===== src/assert_macros.svh =====
// Assertion macros used by the top-level RTL file.
`ifndef ASSERT_MACROS_SVH
`define ASSERT_MACROS_SVH

// Implication checked on the same clock edge.
`define ASSERT_IMPL(lbl, clk, rst_n, ante, cons) \
	lbl: assert property (@(posedge clk) disable iff (!(rst_n)) (ante) |-> (cons)) \
	else $error("assertion failed");

// Implication checked on the following clock edge.
`define ASSERT_NEXT(lbl, clk, rst_n, ante, cons) \
	lbl: assert property (@(posedge clk) disable iff (!(rst_n)) (ante) |=> (cons)) \
	else $error("assertion failed");

`endif


===== src/mdg_pkg.sv =====
// Types, codes and the divider step shared by the magic divisor generator.
package mdg_pkg;

	// algorithm register codes
	localparam logic [1:0] ALG_RSVD0   = 2'd0;
	localparam logic [1:0] ALG_SHIFT33 = 2'd1;
	localparam logic [1:0] ALG_SEARCH  = 2'd2;
	localparam logic [1:0] ALG_RSVD3   = 2'd3;
	localparam logic [1:0] ALG_RESET   = 2'd2;

	// status codes
	localparam logic [1:0] STATUS_OK       = 2'd0;
	localparam logic [1:0] STATUS_BAD_ALG  = 2'd1;
	localparam logic [1:0] STATUS_ZERO_DIV = 2'd2;

	// search runs p = 32..64, so up to 33 iterations
	localparam int DIV_STAGES  = 32;
	localparam int SRCH_STEPS  = 33;
	localparam logic [6:0] P_START = 7'd31;
	localparam logic [6:0] P_LIMIT = 7'd64;
	localparam logic [6:0] P_BASE  = 7'd32;
	localparam logic [31:0] HALF_WORD = 32'h8000_0000;
	localparam logic [31:0] HALF_MAX  = 32'h7FFF_FFFF;

	// long division of 2^31 by the divisor, one quotient bit per stage
	typedef struct packed {
		logic [31:0] d;
		logic [1:0]  alg;
		logic [31:0] rem;
		logic [31:0] quo;
	} div_t;

	// search state, one iteration per step
	typedef struct packed {
		logic [31:0] d;
		logic [1:0]  alg;
		logic        act;
		logic [6:0]  p;
		logic [31:0] nc;
		logic [31:0] q1;
		logic [31:0] r1;
		logic [31:0] q2;
		logic [31:0] r2;
		logic        add;
		logic [31:0] m1_mul;
		logic [5:0]  m1_sh;
	} srch_t;

	// one restoring division step, shifting in one dividend bit
	function automatic div_t div_step(div_t x, logic dbit);
		logic [33:0] diff;
		div_t        y;
		diff = {1'b0, x.rem, dbit} - {2'b00, x.d};
		y = x;
		y.quo = {x.quo[30:0], ~diff[33]};
		y.rem = diff[33] ? {x.rem[30:0], dbit} : diff[31:0];
		return y;
	endfunction

endpackage


===== src/mdg_srch_step.sv =====
// One iteration of the magic search: update stage, then termination check stage.
module mdg_srch_step
	import mdg_pkg::*;
(
	input  logic  clk,
	input  logic  arst_n,
	input  logic  en,
	input  logic  in_vld,
	input  srch_t in_w,
	output logic  out_vld,
	output srch_t out_w
);

	logic  a_vld_s1;
	srch_t a_s1;
	srch_t upd;
	srch_t chk;
	logic [33:0] t1;
	logic [33:0] t2;
	logic [32:0] sum;
	logic        more;

	// quotient/remainder doubling for both sides of the search
	always_comb begin
		t1 = {1'b0, in_w.r1, 1'b0} - {2'b00, in_w.nc};
		t2 = {1'b0, in_w.r2, 1'b1} - {2'b00, in_w.d};
		upd = in_w;
		if (in_w.act) begin
			upd.p = in_w.p + 7'd1;
			if (!t1[33]) begin
				upd.q1 = {in_w.q1[30:0], 1'b1};
				upd.r1 = t1[31:0];
			end else begin
				upd.q1 = {in_w.q1[30:0], 1'b0};
				upd.r1 = {in_w.r1[30:0], 1'b0};
			end
			if (!t2[33]) begin
				if (in_w.q2 >= HALF_MAX) upd.add = 1'b1;
				upd.q2 = {in_w.q2[30:0], 1'b1};
				upd.r2 = t2[31:0];
			end else begin
				if (in_w.q2[31]) upd.add = 1'b1;
				upd.q2 = {in_w.q2[30:0], 1'b0};
				upd.r2 = {in_w.r2[30:0], 1'b1};
			end
		end
	end

	always_ff @(posedge clk or negedge arst_n) begin
		if (!arst_n) begin
			a_vld_s1 <= 1'b0;
		end else if (en) begin
			a_vld_s1 <= in_vld;
		end
	end

	always_ff @(posedge clk) begin
		if (en) a_s1 <= upd;
	end

	// continue while p < 64 and either q1 < d-1-r2, or q1 equals it with zero r1
	always_comb begin
		sum = {1'b0, a_s1.q1} + {1'b0, a_s1.r2} + 33'd1;
		more = (a_s1.p < P_LIMIT) &&
			((sum < {1'b0, a_s1.d}) ||
			((sum == {1'b0, a_s1.d}) && (a_s1.r1 == 32'd0)));
		chk = a_s1;
		chk.act = a_s1.act & more;
	end

	always_ff @(posedge clk or negedge arst_n) begin
		if (!arst_n) begin
			out_vld <= 1'b0;
		end else if (en) begin
			out_vld <= a_vld_s1;
		end
	end

	always_ff @(posedge clk) begin
		if (en) out_w <= chk;
	end

endmodule


===== config.mk =====
export PLATFORM = sky130hd
export DESIGN_NAME = mdg_srch_step
export DESIGN_NICKNAME = d
export VERILOG_FILES = /design/src/assert_macros.svh /design/src/mdg_pkg.sv /design/src/mdg_srch_step.sv
export SDC_FILE = /design/constraint.sdc
export NUM_CORES = 1
export LEC_CHECK = 0
export ABC_AREA = 1
export BUFFER_PORTS_ARGS = -buffer_cell sky130_fd_sc_hd__buf_2
export CORE_MARGIN = 2
export CORE_UTILIZATION = 30
export DETAILED_ROUTE_END_ITERATION = 10
export PLACE_DENSITY = 0.48
export SLEW_MARGIN = 20
export SYNTH_ARGS = -nofsm -noshare
export SYNTH_HDL_FRONTEND = slang
export SYNTH_SLANG_ARGS = --single-unit

===== constraint.sdc =====
create_clock -name clk -period 3.7 [get_ports clk]
set_input_delay 0.555 -clock clk [delete_from_list [all_inputs] [get_ports clk]]
set_output_delay 0.555 -clock clk [all_outputs]
set_load 0.01 [all_outputs]

==> parameters.txt, run 1 <==
Parameter                              Value

Final layout
  Count of fill cells added during filler insertion ... a little under 8000
  Core Util, Final ... between 30% and 40%
  Top library cells by usage in the layout, fill and taps aside ... 484 x sky130_fd_sc_hd__buf_2, 482 x sky130_fd_sc_hd__edfxtp_1, 431 x sky130_fd_sc_hd__nand2_1
  Seq. cell area ... about 15000 um^2
  Post-layout nets ... ~3000
  Footprint of the multi-input gates ... 7650 um^2
  Layout area overhead ... 25.0%
  Final Instance Count excl. Fillers ... around 3700
  Commonest non-fill, non-tap cell in the layout ... sky130_fd_sc_hd__buf_2
  Proportion of layout cells with a drive suffix above 1 ... between 20 and 25%

Yosys
  Sequential area share after synthesis ... 62.5%
  Synthesized net count ... 2470
  Area of the mapped netlist ... 23200 um^2
  Flops & latches, synth ... ~480
  Count of cell types in the netlist ... a little over 50
  Average cell area after synthesis ... roughly 11 um^2
  Number of instances in the synthesized netlist ... between 2000 and 2500
  Number of warnings issued by yosys ... 0

STA
  Worst slew slack as a fraction of its limit ... between 50% and 60%
  Post-route fraction of the period consumed by the critical path ... approximately 93%
  Worst-case clock skew ... around 24 ps
  Final setup vio count ... 0
  Final hold violations ... 0
  Time the worst path needs with I/O delays and setup ... between 3000 and 4000 ps
  Pin slew with the least headroom to its limit ... around 630 ps
  Number of max-slew violations in the final report ... 0
  Final TNS setup ... 0 ps
  Maximum operating frequency ... 0.290 GHz

Clocking
  Clock-pin slew reported for the worst setup and hold paths after clock tree synthesis ... ~60 ps
  Root Buffer Master ... sky130_fd_sc_hd__clkbuf_16
  H-tree levels ... 2
  Clock buffers created by TritonCTS ... 54
  # clock sinks ... about 480
  Clk Latency, worst-skew pair ... just over 600 ps
  Buffer levels on the longest clock path ... 3
  Clock tree from TritonCTS ... done

Die
  Die boundary width ... roughly 280 um
  Die outline height ... between 200 and 300 um
  Core Region ... ~77000 um^2
  Initial cell density of the core ... between 30% and 40%
  Total I/O pin count ... approximately 490
  Die Outline Area ... ~80000 um^2
  # rows ... slightly above 100

Pwr
  Worst vdd rail ir drop ... ~0.00033 V
  Power density normalized to cell area ... roughly 520 nW/um^2
  Total leakage power ... 12.4 nW
  Final Total Pwr ... between 0.015 and 0.02 W

Global route
  Tot GR Track Use ... 17.8%
  Via count of the first global-routing pass ... 17500
  Initial antenna violation count ... 18
  Pin count of the biggest net entering global routing ... a little under 100
  Most used routing layer in global routing ... met2
  Leftover overflow at the end of global routing ... 0
  Fraction of met1 tracks used by global routing ... 23.3%
  Met3 demand-to-capacity share in global routing ... roughly 4.4%
  Wire length of the first global-routing pass ... 107000 um
  M2 GR Usage ... between 20 and 30%

Placed design
  Count of placed standard cells including taps ... 3617
  Count of input and output buffers ... ~490
  Detailed Place HPWL ... 57800 um
  GPL Wtd Cong ... around 0.9

Setup path
  Arrival time of the worst setup path ... roughly 4000 ps
  Required @ worst endpoint ... between 4000 and 5000 ps
  Worst setup path category ... flip-flop to flip-flop
  Critical Path Source Type ... flip-flop
  Largest driver fanout on the critical path ... 3
  Crit end category ... flip-flop

Drt
  Drt drc ... 0
  Post-detailed-route count of antenna-violating nets ... 0
  Ratio of routed vias to standard cells ... around 4.7
  Routed length per placed instance ... 19.7 um
  Via count ... 17300
  Aggregate routed wire length ... ~73000 um
  First drt pass iteration count ... 5
  Violation count after the first detailed-routing iteration ... 1121

Outcome
  Outcome ... complete, no violations

Job
  Max cap viols ... 0

Worst hold path
  Kind of path behind the tightest hold check ... input port to flip-flop
kinds of logic (layout without fill, tap and decap cells):
family / after synthesis / count (layout) / synth area share [%]
DFF: 484 / 484 / 62.5
AOI/OAI and AO/OA: 445 / 445 / 10.6
adders and majority gates: 130 / 130 / 7.10
buffers and inverters: 283 / 869 / 4.85
xor gates and xnor gates: 75 / 75 / 2.83
and+or+nand+nor: 678 / 678 / 12.1
other: 0 / 6 / 0
power breakdown:
group / switching, W / internal, W
Sequential: 0.000195 / 0.00661
Clock: 0.00225 / 0.00307
Combinational: 0.00183 / 0.00107
Total: 0.00428 / 0.0107
worst max-delay path, stage by stage, from the launching register on:
cell and delay [ps]:
sky130_fd_sc_hd__edfxtp_1 380, sky130_fd_sc_hd__inv_1 80, sky130_fd_sc_hd__ha_1 130, sky130_fd_sc_hd__inv_1 60
sky130_fd_sc_hd__fa_2 360, sky130_fd_sc_hd__nand3_2 90, sky130_fd_sc_hd__nand2_2 90, sky130_fd_sc_hd__a21boi_4 190
sky130_fd_sc_hd__o21bai_4 90, sky130_fd_sc_hd__a21oi_2 170, sky130_fd_sc_hd__buf_4 150, sky130_fd_sc_hd__o21bai_1 90
sky130_fd_sc_hd__nand2_1 80, sky130_fd_sc_hd__nand2_1 60, sky130_fd_sc_hd__xor2_1 140, sky130_fd_sc_hd__ha_1 290
sky130_fd_sc_hd__nand2_1 70, sky130_fd_sc_hd__nor2_1 180, sky130_fd_sc_hd__nor4b_1 260, sky130_fd_sc_hd__nand4_1 160
sky130_fd_sc_hd__a21oi_2 170
synth_stat cells, drive strengths merged:
cell type	n	area (um^2)
o22ai	2	12.5
a21o	16	120
nor4b	1	8.76
fa	3	60.1
o21bai	7	56.3
a31oi	6	37.5
xnor2	39	342
o211ai	21	183
nand3	64	340
edfxtp	482	14500
nor3	21	105
or2	3	18.8
nor2	116	445
a211oi	2	15.0
inv	244	916
dfrtp	2	50.1
buf	15	120
xor2	36	315
o311ai	1	8.76
nand2	436	1650
or4	2	15.0
nand4	16	100
and3	1	6.26
o221ai	2	17.5
a21boi	6	48.8
nand3b	3	22.5
o21ai	197	1010
clkbuf	24	90.1
o21a	6	45.0
ha	127	1590
a21oi	176	888
o2111ai	1	8.76
a22oi	1	7.51
nor4	15	93.8
o211a	1	10.0
per-stage QoR:
step	hold WS (ps)	cell area (um^2)	setup slack, ps
2_1_floorplan	259	23200	510
3_3_place_gp	339	27200	29.6
3_5_place_dp	348	27200	29.9
4_1_cts	71.0	28900	41.4
5_1_grt	76.3	29000	-6.18
6_report	123	29000	247
flip-flops by register name, indices dropped and copies added, names as in the netlist:
name	flops
a_s1	241
a_vld_s1	1
out_vld	1
out_w	241
cell type report:
| type | count | area share, % |
|---|---|---|
| multi-input combinational | 1328 | 26.3 |
| antenna | 6 | 0.0517 |
| timing repair buffer | 526 | 9.98 |
| clock buffer | 64 | 4.86 |
| inverter | 244 | 3.16 |
| clock inverter | 35 | 1.12 |
| tap | 1040 | 4.48 |
| sequential | 484 | 50.0 |
worst paths after layout:
check                                     from                   end  slack [ps]  cells past startpoint
hold / removal                        in_w[34]    a_s1[34]$_DFFE_PP_         120                      1
setup reg to reg           a_s1[135]$_DFFE_PP_  out_w[206]$_DFFE_PP_         250                     20
min in group asynchronous               arst_n  a_vld_s1$_DFFE_PN0P_         270                      2
hold reg to reg            a_s1[199]$_DFFE_PP_  out_w[199]$_DFFE_PP_         410                      0
max in group asynchronous               arst_n   out_vld$_DFFE_PN0P_        3330                      2
setup / recovery           a_s1[135]$_DFFE_PP_  out_w[206]$_DFFE_PP_         250                     20
per-layer routing:
layer | part of all wire (%) | vias up
met5 | 0.21 | -
met4 | 2.1 | 26
met3 | 6.4 | 111
met2 | 47 | 481
met1 | 44 | 8258
li1 | - | 8456
repair_timing:
item	4_1_cts	5_1_grt
buffers inserted	0	4
endpoints found under the setup margin	1	1
hold buffers	1	0
gates resized for setup	1	17
pin swaps	0	8
hold endpoints to repair	2	0
(Power assumes the default switching activity.)
==> inputs of run 2 (changes only) <==
==> constraint.sdc (replaced) <==
create_clock -name clk -period 3.7 [get_ports clk]
set_input_delay 0.37 -clock clk [delete_from_list [all_inputs] [get_ports clk]]
set_output_delay 0.37 -clock clk [all_outputs]
set_load 0.01 [all_outputs]
==> parameters.txt, run 2 (synthesized netlist as in run 1, its figures left out) <==
Parameter                              Value

Clocking
  Buffer levels on the longest clock path ... 3
  Root Buffer Master ... sky130_fd_sc_hd__clkbuf_16
  Clk Latency, worst-skew pair ... 620 ps
  Clock buffers created by TritonCTS ... 55
  Clock-pin slew reported for the worst setup and hold paths after clock tree synthesis ... approximately 60 ps
  # clock sinks ... just under 500
  Clock tree from TritonCTS ... done
  H-tree levels ... 2

Die
  Initial cell density of the core ... between 30% and 40%
  Core Region ... just under 80000 um^2
  Total I/O pin count ... about 490
  Die boundary width ... 282 um
  # rows ... between 100 and 150
  Die outline height ... 282 um
  Die Outline Area ... between 70000 and 80000 um^2

Setup path
  Delay contributed by the slowest stage of the critical path ... ~400 ps
  Critical Path Source Type ... flip-flop
  Top cell family by delay on the critical path ... simple AND/OR/NAND/NOR gates
  Crit end category ... flip-flop
  Largest driver fanout on the critical path ... 4
  Setup slack of the worst register-to-register path ... 290 ps
  Critical path's slowest cell ... sky130_fd_sc_hd__edfxtp_1
  Worst setup path category ... flip-flop to flip-flop
  Required @ worst endpoint ... between 4000 and 5000 ps
  Cell with the most instances on the worst path ... sky130_fd_sc_hd__nand2_1
  Number of buffers and inverters on the critical path ... 0
  Arrival time of the worst setup path ... roughly 3800 ps
  Crit path cell chain ... ha_1, a21oi_1, nand2_1, a21oi_2, o21ai_2, a21oi_2, o21ai_1, xor2_1, ha_1, nand2_1, nor4_4, nand2_1, nand2_1, nand2_1, nand2_1, nand2_1, nand2_1, nand2_1, nand2_1, nand2_1, nand2_1, a21oi_2

Global route
  Most used routing layer in global routing ... met2
  Fraction of met1 tracks used by global routing ... 23.3%
  Tot GR Track Use ... approximately 18%
  M2 GR Usage ... about 30%
  Pin count of the biggest net entering global routing ... ~90
  Leftover overflow at the end of global routing ... 0
  Met3 demand-to-capacity share in global routing ... 4.58%
  Initial antenna violation count ... 15
  Wire length of the first global-routing pass ... 108000 um
  Via count of the first global-routing pass ... ~18000

Final layout
  Top library cells by usage in the layout, fill and taps aside ... 484 x sky130_fd_sc_hd__buf_2, 482 x sky130_fd_sc_hd__edfxtp_1, 431 x sky130_fd_sc_hd__nand2_1
  Seq. cell area ... roughly 15000 um^2
  Largest registers in the final layout ... a_s1 (241), out_w (241)
  Layout area overhead ... 29.2%
  Proportion of layout cells with a drive suffix above 1 ... 23.1%
  Count of fill cells added during filler insertion ... 7666
  Post-layout nets ... 3116
  Core Util, Final ... 38.9%
  Commonest non-fill, non-tap cell in the layout ... sky130_fd_sc_hd__buf_2
  Footprint of the multi-input gates ... ~7700 um^2

Pwr
  Switching pwr ... between 0.004 and 0.005 W
  Power density normalized to cell area ... roughly 500 nW/um^2
  Clock power share ... a little over a third
  Total leakage power ... around 13 nW
  Comb power frac ... 19.8%
  Design internal power ... 0.0107 W
  Worst vdd rail ir drop ... around 0.00034 V
  Sw Share ... 28.8%
  Sequential group share of total power ... around 45%

STA
  Final setup vio count ... 0
  Worst slew slack as a fraction of its limit ... 48.4%
  Number of max-slew violations in the final report ... 0
  Maximum operating frequency ... between 0.2 and 0.3 GHz
  Crit path setup slack, layout ... between 200 and 300 ps
  Final hold violations ... 0
  Pin slew with the least headroom to its limit ... 774 ps
  Setup repair after global routing missed its margin ... false
  Worst-case clock skew ... 15.0 ps
  Post-route fraction of the period consumed by the critical path ... between 90% and 100%
  Minimum hold slack ... 51.5 ps
  Final TNS setup ... 0 ps
  Time the worst path needs with I/O delays and setup ... between 3000 and 4000 ps

Drt
  Violation count after the first detailed-routing iteration ... about 1000
  Post-detailed-route count of antenna-violating nets ... 0
  Ratio of routed vias to standard cells ... 4.63
  Via count ... 17700
  Routed length per placed instance ... 19.5 um
  First drt pass iteration count ... 7
  Drt drc ... 0
  Aggregate routed wire length ... roughly 74000 um

Worst hold path
  Kind of path behind the tightest hold check ... input port to flip-flop

Placed design
  Worst slack at placement ... 36.2 ps
  Detailed Place HPWL ... 58000 um
  Count of input and output buffers ... around 490
  GPL Wtd Cong ... about 0.94

Job
  Max cap viols ... 0

Outcome
  Outcome ... complete, no violations
==> run 2: path summary, 6_finish.rpt <==
kind,start,end,cells after the start
min reg2reg,a_s1[174]$_DFFE_PP_,out_w[174]$_DFFE_PP_,0
max reg2reg,a_s1[41]$_DFFE_PP_,out_w[206]$_DFFE_PP_,22
min in group asynchronous,arst_n,a_vld_s1$_DFFE_PN0P_,2
min,in_w[165],a_s1[166]$_DFFE_PP_,3
max,a_s1[41]$_DFFE_PP_,out_w[206]$_DFFE_PP_,22
max in group asynchronous,arst_n,out_vld$_DFFE_PN0P_,2
==> run 2: worst register-to-register path, cell delays in order, from the launching register on <==
cell and delay (ps):
sky130_fd_sc_hd__edfxtp_1 400, sky130_fd_sc_hd__ha_1 340, sky130_fd_sc_hd__a21oi_1 130, sky130_fd_sc_hd__nand2_1 100
sky130_fd_sc_hd__a21oi_2 220, sky130_fd_sc_hd__o21ai_2 140, sky130_fd_sc_hd__a21oi_2 190, sky130_fd_sc_hd__o21ai_1 140
sky130_fd_sc_hd__xor2_1 180, sky130_fd_sc_hd__ha_1 300, sky130_fd_sc_hd__nand2_1 90, sky130_fd_sc_hd__nor4_4 300
sky130_fd_sc_hd__nand2_1 90, sky130_fd_sc_hd__nand2_1 90, sky130_fd_sc_hd__nand2_1 50, sky130_fd_sc_hd__nand2_1 50
sky130_fd_sc_hd__nand2_1 50, sky130_fd_sc_hd__nand2_1 60, sky130_fd_sc_hd__nand2_1 50, sky130_fd_sc_hd__nand2_1 50
sky130_fd_sc_hd__nand2_1 50, sky130_fd_sc_hd__nand2_1 60, sky130_fd_sc_hd__a21oi_2 50
==> run 2: power groups by stage <==
stage               registers (W)  clock network [W]  logic, W
finish                    0.00681            0.00521   0.00298
global route              0.00686            0.00559   0.00333
CTS                       0.00682            0.00539   0.00294
detailed placement        0.00693                  0   0.00282
global placement          0.00691                  0   0.00284
floorplan                 0.00695                  0   0.00157
==> run 2: timing repair <==
item | 4_1_cts | 5_1_grt
cloned | 0 | 0
resized for setup | 1 | 20
endpoints found under the setup margin | 1 | 1
buffers inserted | 0 | 3
pin swaps | 0 | 6
hold buffers | 109 | 0
hold endpoints to repair | 110 | 0
==> run 2: routing by layer <==
metal | share of wire [%] | routed length [um] | vias up
li1 | - | - | 8643
met1 | 43 | 32200 | 8435
met2 | 47 | 35300 | 492
met3 | 6.7 | 4990 | 107
met4 | 2.5 | 1830 | 20
met5 | 0.19 | 138 | -
==> run 2: through the flow <==
step	instance area (um^2)	instances	total power (W)
floorplan	23200	2095	0.00852
global placement	27100	3612	0.00975
detailed placement	27100	3612	0.00975
CTS	29900	3816	0.0151
global route	30000	3821	0.0158
finish	30000	3823	0.0150
==> run 2: layout make-up <==
cell class | count | area share, %
clock buffer | 62 | 4.67
multi-input combinational | 1328 | 25.5
antenna | 4 | 0.0334
sequential | 484 | 48.4
clock inverter | 33 | 1.02
timing repair buffer | 628 | 13.0
inverter | 244 | 3.06
tap | 1040 | 4.34
